--- config.mk ---
export PLATFORM = sky130hd
export DESIGN_NAME = soa_front
export DESIGN_NICKNAME = d
export VERILOG_FILES = /design/src/rtl/soa_pkg.sv /design/src/rtl/soa_front.sv
export SDC_FILE = /design/constraint.sdc
export NUM_CORES = 1
export LEC_CHECK = 0
export ABC_AREA = 0
export BUFFER_PORTS_ARGS = -buffer_cell sky130_fd_sc_hd__buf_4
export CORE_MARGIN = 4
export CORE_UTILIZATION = 37
export CTS_CLUSTER_DIAMETER = 50
export DETAILED_ROUTE_END_ITERATION = 8
export GPL_ROUTABILITY_DRIVEN = 0
export GPL_TIMING_DRIVEN = 0
export MAX_ROUTING_LAYER = met4
export PLACE_DENSITY = 0.6
export SETUP_SLACK_MARGIN = 0.4
export SLEW_MARGIN = 20
export SYNTH_ARGS = -nofsm -noshare
export SYNTH_HDL_FRONTEND = slang
export SYNTH_SLANG_ARGS = --single-unit
--- constraint.sdc ---
create_clock -name aclk -period 3.55 [get_ports aclk]
set_input_delay 0.355 -clock aclk [delete_from_list [all_inputs] [get_ports aclk]]
set_output_delay 0.355 -clock aclk [all_outputs]
set_load 0.1 [all_outputs]
--- src/rtl/soa_pkg.sv ---
// Shared types and constants of the slab object allocator.
package soa_pkg;

    localparam int SLOTS = 64;
    localparam int OBJS  = 16;

    // List node code for the sentinel, and the end marker of a free list
    localparam logic [6:0] SENT = 7'd64;
    localparam logic [4:0] NIL  = 5'd16;
    localparam logic [6:0] ALLOC_WALK_MAX = 7'd65;

    localparam logic [1:0] OP_ALLOC   = 2'd0;
    localparam logic [1:0] OP_FREE    = 2'd1;
    localparam logic [1:0] OP_RECLAIM = 2'd2;
    localparam logic [1:0] OP_NONE    = 2'd3;

    localparam logic CFG_PER_SLAB  = 1'b0;
    localparam logic CFG_MIN_SLABS = 1'b1;

    localparam logic ST_DONE = 1'b0;
    localparam logic ST_FAIL = 1'b1;

    typedef struct packed {
        logic [1:0] operation;
        logic [9:0] handle;
    } in_word_t;

    typedef struct packed {
        logic        status;
        logic [9:0]  object_handle;
        logic [6:0]  slabs_released;
        logic [6:0]  slabs_in_use;
        logic [10:0] objects_in_use;
    } out_word_t;

    typedef struct packed {
        logic [1:0] op;
        logic [5:0] slot;
        logic [3:0] idx;
    } cmd_t;

    typedef struct packed {
        logic [4:0] fh;
        logic [4:0] uc;
        logic [4:0] cap;
    } slab_ent_t;

endpackage

--- src/rtl/soa_front.sv ---
// Input side: two-word command queue that splits handles into slot and index.
module soa_front import soa_pkg::*; (
    input  logic     aclk,
    input  logic     aresetn,
    input  logic     s_valid,
    output logic     s_ready,
    input  in_word_t s_word,
    output logic     cmd_valid,
    output cmd_t     cmd,
    input  logic     cmd_pop
);

    cmd_t       q_reg [2];
    logic       wr_ptr_reg, rd_ptr_reg;
    logic [1:0] count_reg;
    logic       push;

    assign s_ready   = (count_reg != 2'd2);
    assign push      = s_valid && s_ready;
    assign cmd_valid = (count_reg != 2'd0);
    assign cmd       = q_reg[rd_ptr_reg];

    always_ff @(posedge aclk) begin
        if (push) begin
            q_reg[wr_ptr_reg] <= '{op: s_word.operation, slot: s_word.handle[9:4],
                                   idx: s_word.handle[3:0]};
        end
    end

    always_ff @(posedge aclk) begin
        if (!aresetn) begin
            wr_ptr_reg <= 1'b0;
            rd_ptr_reg <= 1'b0;
            count_reg  <= 2'd0;
        end else begin
            if (push) wr_ptr_reg <= ~wr_ptr_reg;
            if (cmd_pop) rd_ptr_reg <= ~rd_ptr_reg;
            count_reg <= count_reg + {1'b0, push} - {1'b0, cmd_pop};
        end
    end

endmodule

# Word-level counts from Yosys, hierarchy flattened
# Memories as Yosys holds them, arrays and structs flattened. A register that Yosys moved wholly into a read port is not among the register bits.
# Cells that the tools add are included.
# classes
mux,4
n_eq_ne,1
bitwise_logic,2
reduce_logical,2
add_sub_neg,2
# ops
cell,count
1-bit 2-to-1 mux,4
2-bit by 1-bit adder with 2-bit output,1
"2-bit != test, second input constant",1
1-bit NOT,2
2-bit nonzero test,1
2-bit by 1-bit subtractor with 2-bit output,1
1-bit logical AND,1
# word_totals
n_memories,1
elab_cells,15
regBits,4
out_inout_bits,14
inputBits,16
ram_bits,24
# mem_list
name,depth,word_bits,read_ports,rd_ports_with_merged_regs,write_ports,line_no,source
q_reg,2,12,1,1,1,soa_front.sv:13,cmd_t q_reg [2];

# Longest topological paths before layout
# Gate-level depths: netlist of the first run.
# depth
depth_word,4
mapped_depth,7
ltp_nobuf,7

# Worst setup path after synthesis of the first run
# OpenSTA, ideal clock, no wires.
# synth_timing
path_type,register to register
startpoint,register count_reg[0]
endpoint,register count_reg[1]
path_slack_ns,1.328
period_less_slack_ns,2.222
arrival_ns,2.102
t_required_ns,3.430
setup_time_ns,0.120
n_path_buf,0
path_stages_with_launch,8
path_cell_list,dfxtp_1 > nand2b_1 > nand2_1 > xnor2_1 > ha_1 > nand3b_1 > mux2i_1 > a211o_1
# synth_via
elab_chain_len,4
# synth_lines
element,line_no,source
start: declaration,soa_front.sv:15,logic [1:0] count_reg;
start signal: assignment,soa_front.sv:38,"count_reg <= count_reg + {1'b0, push} - {1'b0, cmd_pop};"
2-bit != test,soa_front.sv:18,assign s_ready = (count_reg != 2'd2);
net s_ready,soa_front.sv:6,"output logic s_ready,"
1-bit logical AND,soa_front.sv:19,assign push = s_valid && s_ready;
2-bit by 1-bit adder with 2-bit output,soa_front.sv:38,
2-bit by 1-bit subtractor with 2-bit output,soa_front.sv:38,
# The timed path passes the listed nets, and every way through them passes these cells.
# A chain may end at the register's enable or synchronous reset.

==> results of run 1 <==
[cells in the final DEF (no fill, tap or decap)]
| master | n |
|---|---|
| a211o_1 | 1 |
| a211oi_1 | 1 |
| a21bo_2 | 1 |
| a21boi_1 | 1 |
| a21boi_2 | 1 |
| and2_1 | 3 |
| and3_1 | 1 |
| buf_2 | 1 |
| buf_4 | 29 |
| clkbuf_1 | 2 |
| clkbuf_4 | 5 |
| clkbuf_8 | 1 |
| dfxtp_1 | 5 |
| edfxtp_1 | 24 |
| ha_1 | 1 |
| inv_1 | 2 |
| mux2_2 | 12 |
| mux2i_1 | 1 |
| nand2_1 | 2 |
| nand2b_1 | 1 |
| nand3_1 | 1 |
| nand3b_1 | 2 |
| nor4b_1 | 1 |
| or2_2 | 1 |
| xnor2_1 | 1 |
| xor2_1 | 1 |
[layout make-up]
type	instances	area [sq um]
fillers	254	1390
flip-flops and latches	29	821
multi-input cells	33	294
repair buffers	29	218
clock buffers	8	58.8
well taps	31	38.8
inverters	2	7.51
plain buffers	1	5.00
[cell usage after synthesis, types with 2 or more instances]
master	count
edfxtp_1	24
mux2_2	12
dfxtp_1	5
and2_1	3
inv_1	2
nand2_1	2
nand3b_1	2
[cells by family (layout without fill, tap and decap cells)]
kind of cell | count (synthesis) | in the layout | synth area share
XOR/XNOR | 2 | 2 | 0.0155
multiplexers | 13 | 13 | 0.129
flip-flops | 29 | 29 | 0.728
AO/OA/AOI/OAI | 5 | 5 | 0.0400
buffers and inverters | 3 | 40 | 0.0111
adder cells (fa/ha/maj) | 1 | 1 | 0.0111
AND/OR/NAND/NOR | 12 | 12 | 0.0655
[metal layers]
metal  vias up  part of all wire  GRT usage
met5         -                 0          -
met4         0             0.012     0.0647
met3         5             0.083     0.0462
met2        23              0.51      0.162
met1       305              0.40      0.121
li1        316                 -          -
[through the flow]
step / instance area [sq um] / setup slack (ps) / power (mW) / hold WS (ps) / utilization
after floorplan: 1130 / 1330 / 0.666 / 454 / -
after global placement: 1380 / 1940 / 0.729 / 531 / 0.489
after detailed placement: 1380 / 1950 / 0.733 / 543 / 0.489
after CTS: 1440 / 1580 / 0.937 / 196 / 0.510
after global routing: 1440 / 1520 / 0.968 / 193 / 0.510
final: 1440 / 1630 / 0.923 / 219 / 0.510
[worst max-delay path: stages, from the launching register on]
cell,delay (ps)
dfxtp_1,370
buf_2,270
mux2_2,370
buf_4,230
[power breakdown]
part,internal [mW],switching (mW)
Sequential,0.404,0.0126
Clock,0.0976,0.103
Combinational,0.0767,0.229
Total,0.579,0.344
[worst paths after layout]
check                 end  slack (ps)  depth (start not counted)
max                cmd[7]        1630                          3
min           q_reg[1][3]         220                          1
max reg2reg  count_reg[1]        1960                          7
min reg2reg    wr_ptr_reg         580                          2
==> metrics.txt, run 1 <==
run status=completed; Rows=19; CP max FO=10; number of global-route vias before repair=700; Clk Latency, worst-skew pair=310 ps; Final Hold Vio Count=0; max reg flops=24; antenna cell count=0; slew margin rel.=0.628; first-pass GRT wire length=3.17 mm; worst vdd ir=approximately 0.00033 V; hold-fix buffers at CTS=0; initial antenna violation count=0; Worst Hold Launch=s_word[3]; CORE AREA=2830 sq um; grt ovf=0; CTS tree=yes; post-cts repair resize count=0; P&R area growth vs syn=28.0%; Via Count=649; layout cells sized above 1=0.500; Die Footprint=3990 sq um; largest net degree at the start of global routing=13; Clk pin slew, worst setup/hold paths=80 ps; DRC=0; total track usage=0.109; Leakage Power=0.571 nW; RSZ-0062 raised after global routing=false; number of routed nets with antenna violations=0; Avg Synthesized Cell Area=around 17 sq um; CTS Buffer Depth=2; root buffer cell=clkbuf_4; setup_tns=0 ps; Cell Count, Final, Fillers Out=133; Power Density=640 nW/um^2; FMAX=520 MHz; Ports=30; Synth Warn #=0; Setup crit start kind=register; nets=118; clk sinks=29; Required @ worst endpoint=roughly 3200 ps; IO Port Bufs=29; clk_skew=around 4.6 ps; sequential fraction of the synthesis area=0.728; Syn Nets=82; Initial Utilization=0.398; Max Slew Vio Count=0; Setup violations, final=0; post-CTS setup repair buffer count=0; R2R Path Start=count_reg[0]; dominant cells by area after synthesis=edfxtp_1 64%, mux2_2 12%, dfxtp_1 8.9%; register bit total from synthesis=29; Min Clock Period, post-route=1920 ps; CTS Buf Count=5; Worst Tran Pin Value=558 ps; wire length per cell=14.0 microns; Detailed Route WL=1.86 mm; Yosys cell types=22; Async SR Flop Fraction=0; number of flops mapped to enable cells by yosys=24; leading area contributor after synthesis=edfxtp_1; Inst Count DP=about 130; Die Width=63.2 microns; share of the synthesized area in the top cell type=0.639; initial drt markers=16; Max-Cap Viols=0; mapped cell area=approximately 1100 sq um; Crit Path Class=reg2out; chip height=63.2 microns; CP arrival=1570 ps; htree depth=2; Setup crit end kind=output pin; 1st-pass router iterations=4; dpl hpwl=1.30 mm; HP Class=in2reg; Post-Synthesis Cells=65; Synth Flop Type=edfxtp_1; Final Cycle Share=0.541; Via density=4.88
No activity file was read; power rests on OpenSTA's default activity.
==> run 2: changes to the inputs <==
ABC_AREA = 1   (was 0)
clock period = 1.89 ns   (was 3.55 ns; I/O delays follow)
==> run 2 against run 1 <==
Routed wire length up 0.54%. Core utilization rose by 6.4 points. Sequential share of layout area is 6.1 points lower. First-iteration DRC count is 50% higher. Highest routed layer unchanged. Hold slack got worse by 160 ps. Largest power group unchanged. Largest cell class unchanged. Non-clock buffer count rose by 1.
==> metrics.txt, run 2 <==
dominant cells by area after synthesis=edfxtp_1 64%, mux2_4 13%, dfxtp_1 8.9% (was edfxtp_1 64%, mux2_2 12%, dfxtp_1 8.9%); DRC=0 (unchanged); Detailed Route WL=1.87 mm (was 1.86 mm); slew margin rel.=0.736 (was 0.628); first-pass GRT wire length=3.13 mm (was 3.17 mm); Power Density=1100 nW/um^2 (was 640 nW/um^2); setup_tns=0 ps (unchanged); Worst Hold End=q_reg[0][9] (was q_reg[1][3]); Leakage Power=0.666 nW (was 0.571 nW); Final Core Density=0.574 (was 0.510); largest net degree at the start of global routing=14 (was 13); clk sinks=29 (unchanged); Final Hold Vio Count=0 (unchanged); chip height=63.2 microns (about the same); HP Class=in2reg (unchanged); Crit Path Class=reg2out (unchanged); Worst Hold Launch=s_word[9] (was s_word[3]); wire length per cell=13.5 microns (was 14.0 microns); antenna cell count=0 (unchanged); Required @ worst endpoint=1700 ps (was 3190 ps); pre-CTS WS=334 ps (was 1950 ps); sequential fraction of the synthesis area=0.727 (was 0.728); Ports=30 (unchanged); RSZ-0062 raised after global routing=true (was false); Async SR Flop Fraction=0 (unchanged); Avg Synthesized Cell Area=16.1 sq um (was 17.3 sq um); run status=completed (unchanged); clk_skew=8.45 ps (was 4.64 ps); 1st-pass router iterations=4 (unchanged); Synth Area in XOR/XNOR=0.00776 (was 0.0155); Setup crit end kind=output pin (unchanged); Rows=19 (unchanged); IO Port Bufs=29 (unchanged); Initial Utilization=0.399 (was 0.398); commonest non-fill, non-tap cell in the layout=edfxtp_1 (was buf_4); r2r setup slk=490 ps (was 1960 ps); worst vdd ir=0.000508 V (was 0.000332 V); Post-Synth Adder-Cell Area=0.0111 (about the same); Area after DPL=1410 sq um (was 1380 sq um); nets=124 (was 118); Clk Latency, worst-skew pair=310 ps (about the same); RR Endpoint=count_reg[1] (unchanged); leading area contributor after synthesis=edfxtp_1 (unchanged); R2R Path Start=count_reg[0] (unchanged); count leader, synth=edfxtp_1 (unchanged); Worst Tran Pin Value=395 ps (was 558 ps); Compound-Gate Fraction of Synth Area=0.00443 (was 0.0400); Post-synth top cells=24 x edfxtp_1, 11 x nand2_1, 10 x mux2_4 (was 24 x edfxtp_1, 12 x mux2_2, 5 x dfxtp_1); dpl hpwl=1.26 mm (was 1.30 mm); Via Count=642 (was 649); mapped cell area=1130 sq um (about the same); layout cells sized above 1=0.500 (unchanged); most frequent cells in the layout=24 x edfxtp_1, 16 x buf_4, 10 x mux2_4, 10 x nand2_1, 10 x buf_12 (was 29 x buf_4, 24 x edfxtp_1, 12 x mux2_2); Final Cycle Share=0.797; Synth Flop Type=edfxtp_1 (unchanged); hold depth=1 (unchanged); number of flops mapped to enable cells by yosys=24 (unchanged); CP max FO=5 (was 10); WHS=54.4 ps (was 219 ps); sequential cell area=825 sq um (was 821 sq um); post-CTS setup repair buffer count=0 (unchanged); post-route setup slack=384 ps (was 1630 ps); number of global-route vias before repair=688 (was 700); share of the synthesized area in the top cell type=0.639 (about the same); Max Slew Vio Count=0 (unchanged); root buffer cell=clkbuf_4 (unchanged); Via density=4.62 (was 4.88); CTS Buf Count=5 (unchanged); CP arrival=1320 ps (was 1570 ps); FMAX=664 MHz; CTS Buffer Depth=2 (unchanged); total track usage=0.109 (about the same); Setup violations, final=0 (unchanged); Setup crit start kind=register (unchanged); Post-Synthesis Cells=70 (was 65); register bit total from synthesis=29 (unchanged); Max-Cap Viols=0 (unchanged); Syn Nets=87 (was 82); grt ovf=0 (unchanged); max reg flops=24 (unchanged); Die Width=63.2 microns (about the same); Simple-Gate Fraction of Synth Area=0.0698 (was 0.0655); largest family of logic cells by synthesized area=multiplexers (unchanged); Die Footprint=4000 sq um (was 3990 sq um); Filler cells=215 (was 254); Synth Warn #=0 (unchanged); P&R area growth vs syn=43.8% (was 28.0%); R2R cell count=10 (was 7); htree depth=2 (unchanged); initial antenna violation count=0 (unchanged); Clk pin slew, worst setup/hold paths=90 ps (was 80 ps); Yosys cell types=13 (was 22); fin area=1620 sq um (was 1440 sq um); Min Clock Period, post-route=1510 ps; initial drt markers=24 (was 16); number of routed nets with antenna violations=0 (unchanged); mux share of post-synthesis cell area=0.153 (was 0.129); CTS tree=yes (unchanged); CORE AREA=2830 sq um (unchanged); area of the multi-input gates=314 sq um (was 294 sq um)
==> run 2: changes by cell type after synthesis, moves of 2 or more <==
cell / before / now
mux2_4: 0 / 10
and2_1: 3 / 0
mux2_2: 12 / 2
nor2_1: 0 / 7
nand2_1: 2 / 11
nand3b_1: 2 / 0
inv_1: 2 / 5
==> run 2: worst max-delay path, stage by stage (launching register included) <==
cell     delay [ps]
dfxtp_4         380
buf_6           140
mux2_4          320
buf_12          170
==> run 2: cell families after synthesis <==
kind of cell / count (synthesis)
fa+ha+maj: 1
mux: 12
simple gates: 20
compound gates: 1
xor+xnor: 1
buf+inv: 6
flops: 29
==> run 2: routing by layer <==
layer,vias to the layer above,global-route usage,part of all wire
met3,2,0.0551,0.072
met1,296,0.120,0.43
met5,-,-,0
met4,0,0.0404,0.0075
met2,21,0.169,0.49
li1,323,-,-
==> run 2: layout make-up <==
class	instances	area share
Timing Repair Buffer	30	0.225
Tap cell	31	0.0239
Buffer	1	0.00694
Clock buffer	5	0.0231
Multi-Input combinational cell	35	0.194
Inverter	5	0.0116
Sequential cell	29	0.508
Clock inverter	3	0.00771
==> run 2: power by group <==
part / leakage [nW] / total (mW) / internal (mW) / switching (mW)
registers: 0.266 / 0.783 / 0.758 / 0.0250
clock network: 0.0300 / 0.335 / 0.134 / 0.201
logic: 0.370 / 0.664 / 0.227 / 0.437
==> run 2: stage by stage <==
stage,total power [mW],std cells
after CTS,1.78,139
after global routing,1.88,139
after global placement,1.36,130
final,1.78,139
after floorplan,1.25,70
after detailed placement,1.37,130
==> run 2: what timing repair did <==
item	CTS	global route
gates resized for setup	33	6
gates cloned	1	0
setup endpoints to repair	22	14
hold buffers	0	0
==> run 2: worst max-delay path by stage <==
| stage | startpoint | end | cells past startpoint |
|---|---|---|---|
| final | register | cmd[2] | 3 |
| after global routing | register | cmd[6] | 3 |
| after CTS | register | cmd[6] | 3 |
| after detailed placement | count_reg[0] | q_reg[0][1] | 4 |
| after global placement | count_reg[0] | q_reg[0][1] | 4 |
| after floorplan | count_reg[0] | count_reg[1] | 10 |
==> run 3: changes to the inputs <==
PLACE_DENSITY = 0.62   (was 0.6)
clock period = 1.37 ns   (was 1.89 ns; I/O delays follow)
==> run 3 against run 2 <==
Via count up 20%. Largest power group is now combinational logic. The run now ends with negative setup slack left. Design area is 25% higher. Die area unchanged. Power rose by 58%.
==> metrics.txt, run 3 (synthesis gave the netlist of run 2 again) <==
run status=finished with violations (was completed); failing checks=negative setup slack; nets=147 (was 124); hold depth=3 (was 1); RSZ-0062 raised after global routing=true (unchanged); CTS Buf Count=5 (unchanged); slowest cell on the critical path=dfxtp_4 (unchanged); R2R cell count=10 (unchanged); Via Count=773 (was 642); clk_skew=7.13 ps (was 8.45 ps); Initial Utilization=0.399 (unchanged); total track usage=0.123 (was 0.109); layout cells sized above 1=0.611 (was 0.500); HP Class=in2reg (unchanged); initial antenna violation count=0 (unchanged); wire length per cell=13.8 microns (was 13.5 microns); Leakage Power=0.830 nW (was 0.666 nW); Inst Count DP=130 (unchanged); worst vdd ir=0.000828 V (was 0.000508 V); root buffer cell=clkbuf_4 (unchanged); Final Cycle Share=1.06; clk sinks=29 (unchanged); most frequent cells in the layout=24 x edfxtp_1, 19 x buf_4, 17 x buf_12 (was 24 x edfxtp_1, 16 x buf_4, 10 x mux2_4, 10 x nand2_1, 10 x buf_12); Worst Tran Pin Value=167 ps (was 395 ps); Rows=19 (unchanged); crit path cell chain=buf_12, mux2_4, buf_12 (was buf_6, mux2_4, buf_12); largest net degree at the start of global routing=11 (was 14); Crit Path Class=reg2out (unchanged); Clk Latency, worst-skew pair=320 ps (was 310 ps); Max Slew Vio Count=0 (unchanged); CTS tree=yes (unchanged); Detailed Route WL=2.24 mm (was 1.87 mm); Setup crit end kind=output pin (unchanged); sequential cell area=830 sq um (was 825 sq um); Max-Cap Viols=0 (unchanged); Setup violations, final=12 (was 0); CTS Buffer Depth=2 (unchanged); first-pass GRT wire length=3.62 mm (was 3.13 mm); 1st-pass router iterations=4 (unchanged); fin area=2020 sq um (was 1620 sq um); CP arrival=1310 ps (was 1320 ps); Clk pin slew, worst setup/hold paths=80 ps (was 90 ps); Power Density=1390 nW/um^2 (was 1100 nW/um^2); max reg flops=24 (unchanged); Die Width=63.2 microns (unchanged); chip height=63.2 microns (unchanged); DRC=0 (unchanged); Filler cells=179 (was 215); post-route setup slack=-76.3 ps (was 384 ps); number of global-route vias before repair=777 (was 688); P&R area growth vs syn=79.0% (was 43.8%); Ports=30 (unchanged); Max stage delay on crit path=360 ps (was 380 ps); Cell Count, Final, Fillers Out=162 (was 139); FMAX=691 MHz; commonest non-fill, non-tap cell in the layout=edfxtp_1 (unchanged); CP max FO=10 (was 5); slew margin rel.=0.888 (was 0.736); grt ovf=0 (unchanged); antenna cell count=0 (unchanged); Worst path most repeated cell=buf_12; Via density=4.77 (was 4.62); Area after DPL=1460 sq um (was 1410 sq um); initial drt markers=10 (was 24); area of the multi-input gates=374 sq um (was 314 sq um); IO Port Bufs=29 (unchanged); Final Hold Vio Count=0 (unchanged); CORE AREA=2830 sq um (unchanged); number of routed nets with antenna violations=0 (unchanged); Die Footprint=4000 sq um (unchanged); Min Clock Period, post-route=around 1400 ps; Required @ worst endpoint=1230 ps (was 1700 ps); htree depth=2 (unchanged); Setup crit start kind=register (unchanged)
-- run 3: cell types whose count changed in the layout (fill, tap and decap cells not counted), moves of 2 or more --
cell	previous run	this run
inv_2	0	2
clkbuf_16	0	2
dlygate4sd3_1	0	12
nand2_2	0	4
clkbuf_1	0	2
clkinv_1	2	0
buf_12	10	17
dfxtp_1	4	2
nand2_1	10	5
mux2_2	2	0
buf_4	16	19
inv_1	5	2
mux2_4	10	12
-- run 3: area by class of cell --
cell class	instances	share of cell area
Multi-Input combinational cell	35	0.185
Clock buffer	8	0.0291
Inverter	5	0.0105
Sequential cell	29	0.411
Tap cell	31	0.0192
Buffer	1	0.00991
Timing Repair Buffer	53	0.336
-- run 3: final timing paths --
| kind | end | slack, ps | from |
|---|---|---|---|
| hold / removal | count_reg[0] | 40 | aresetn |
| hold reg to reg | register | 530 | rd_ptr_reg |
| setup reg to reg | count_reg[1] | 20 | count_reg[0] |
| setup / recovery | cmd[10] | -80 | register |
-- run 3: stage by stage --
| stage | setup WS [ps] | util | hold slack, ps | total power, mW | setup TNS [ps] |
|---|---|---|---|---|---|
| after global routing | -128 | 0.714 | 36.6 | 2.92 | -1470 |
| after detailed placement | 75.9 | 0.515 | 325 | 1.92 | 0 |
| after CTS | -99.8 | 0.700 | 19.8 | 2.80 | -1100 |
| after floorplan | 5.49 | - | 235 | 1.76 | 0 |
| after global placement | 109 | 0.515 | 323 | 1.91 | 0 |
| final | -76.3 | 0.714 | 38.8 | 2.81 | -842 |
-- run 3: critical path: cells and delay by family, from the launching register on --
kind	cells	cell delay, ps
buffers and inverters	2	310
DFF	1	360
muxes	1	320
-- run 3: power breakdown --
part	switching, mW	leakage [nW]	internal, mW
clock network	0.263	0.0326	0.253
logic	0.683	0.531	0.524
registers	0.0416	0.267	1.05
-- run 3: what timing repair did --
item                                    4_1_cts  5_1_grt
resized for setup                            54       11
buffers inserted                              8        2
endpoints found under the setup margin       41       41
hold endpoints to repair                     23        0
hold buffers                                 12        0
pin swaps                                     8        9
cloned                                        2        0
-- run 3: metal layers --
layer	share of wire	global-route usage	vias up
met1	0.42	0.140	369
met2	0.52	0.199	32
met5	0	-	-
li1	-	-	370
met4	0.0085	0.0404	0
met3	0.057	0.0480	2
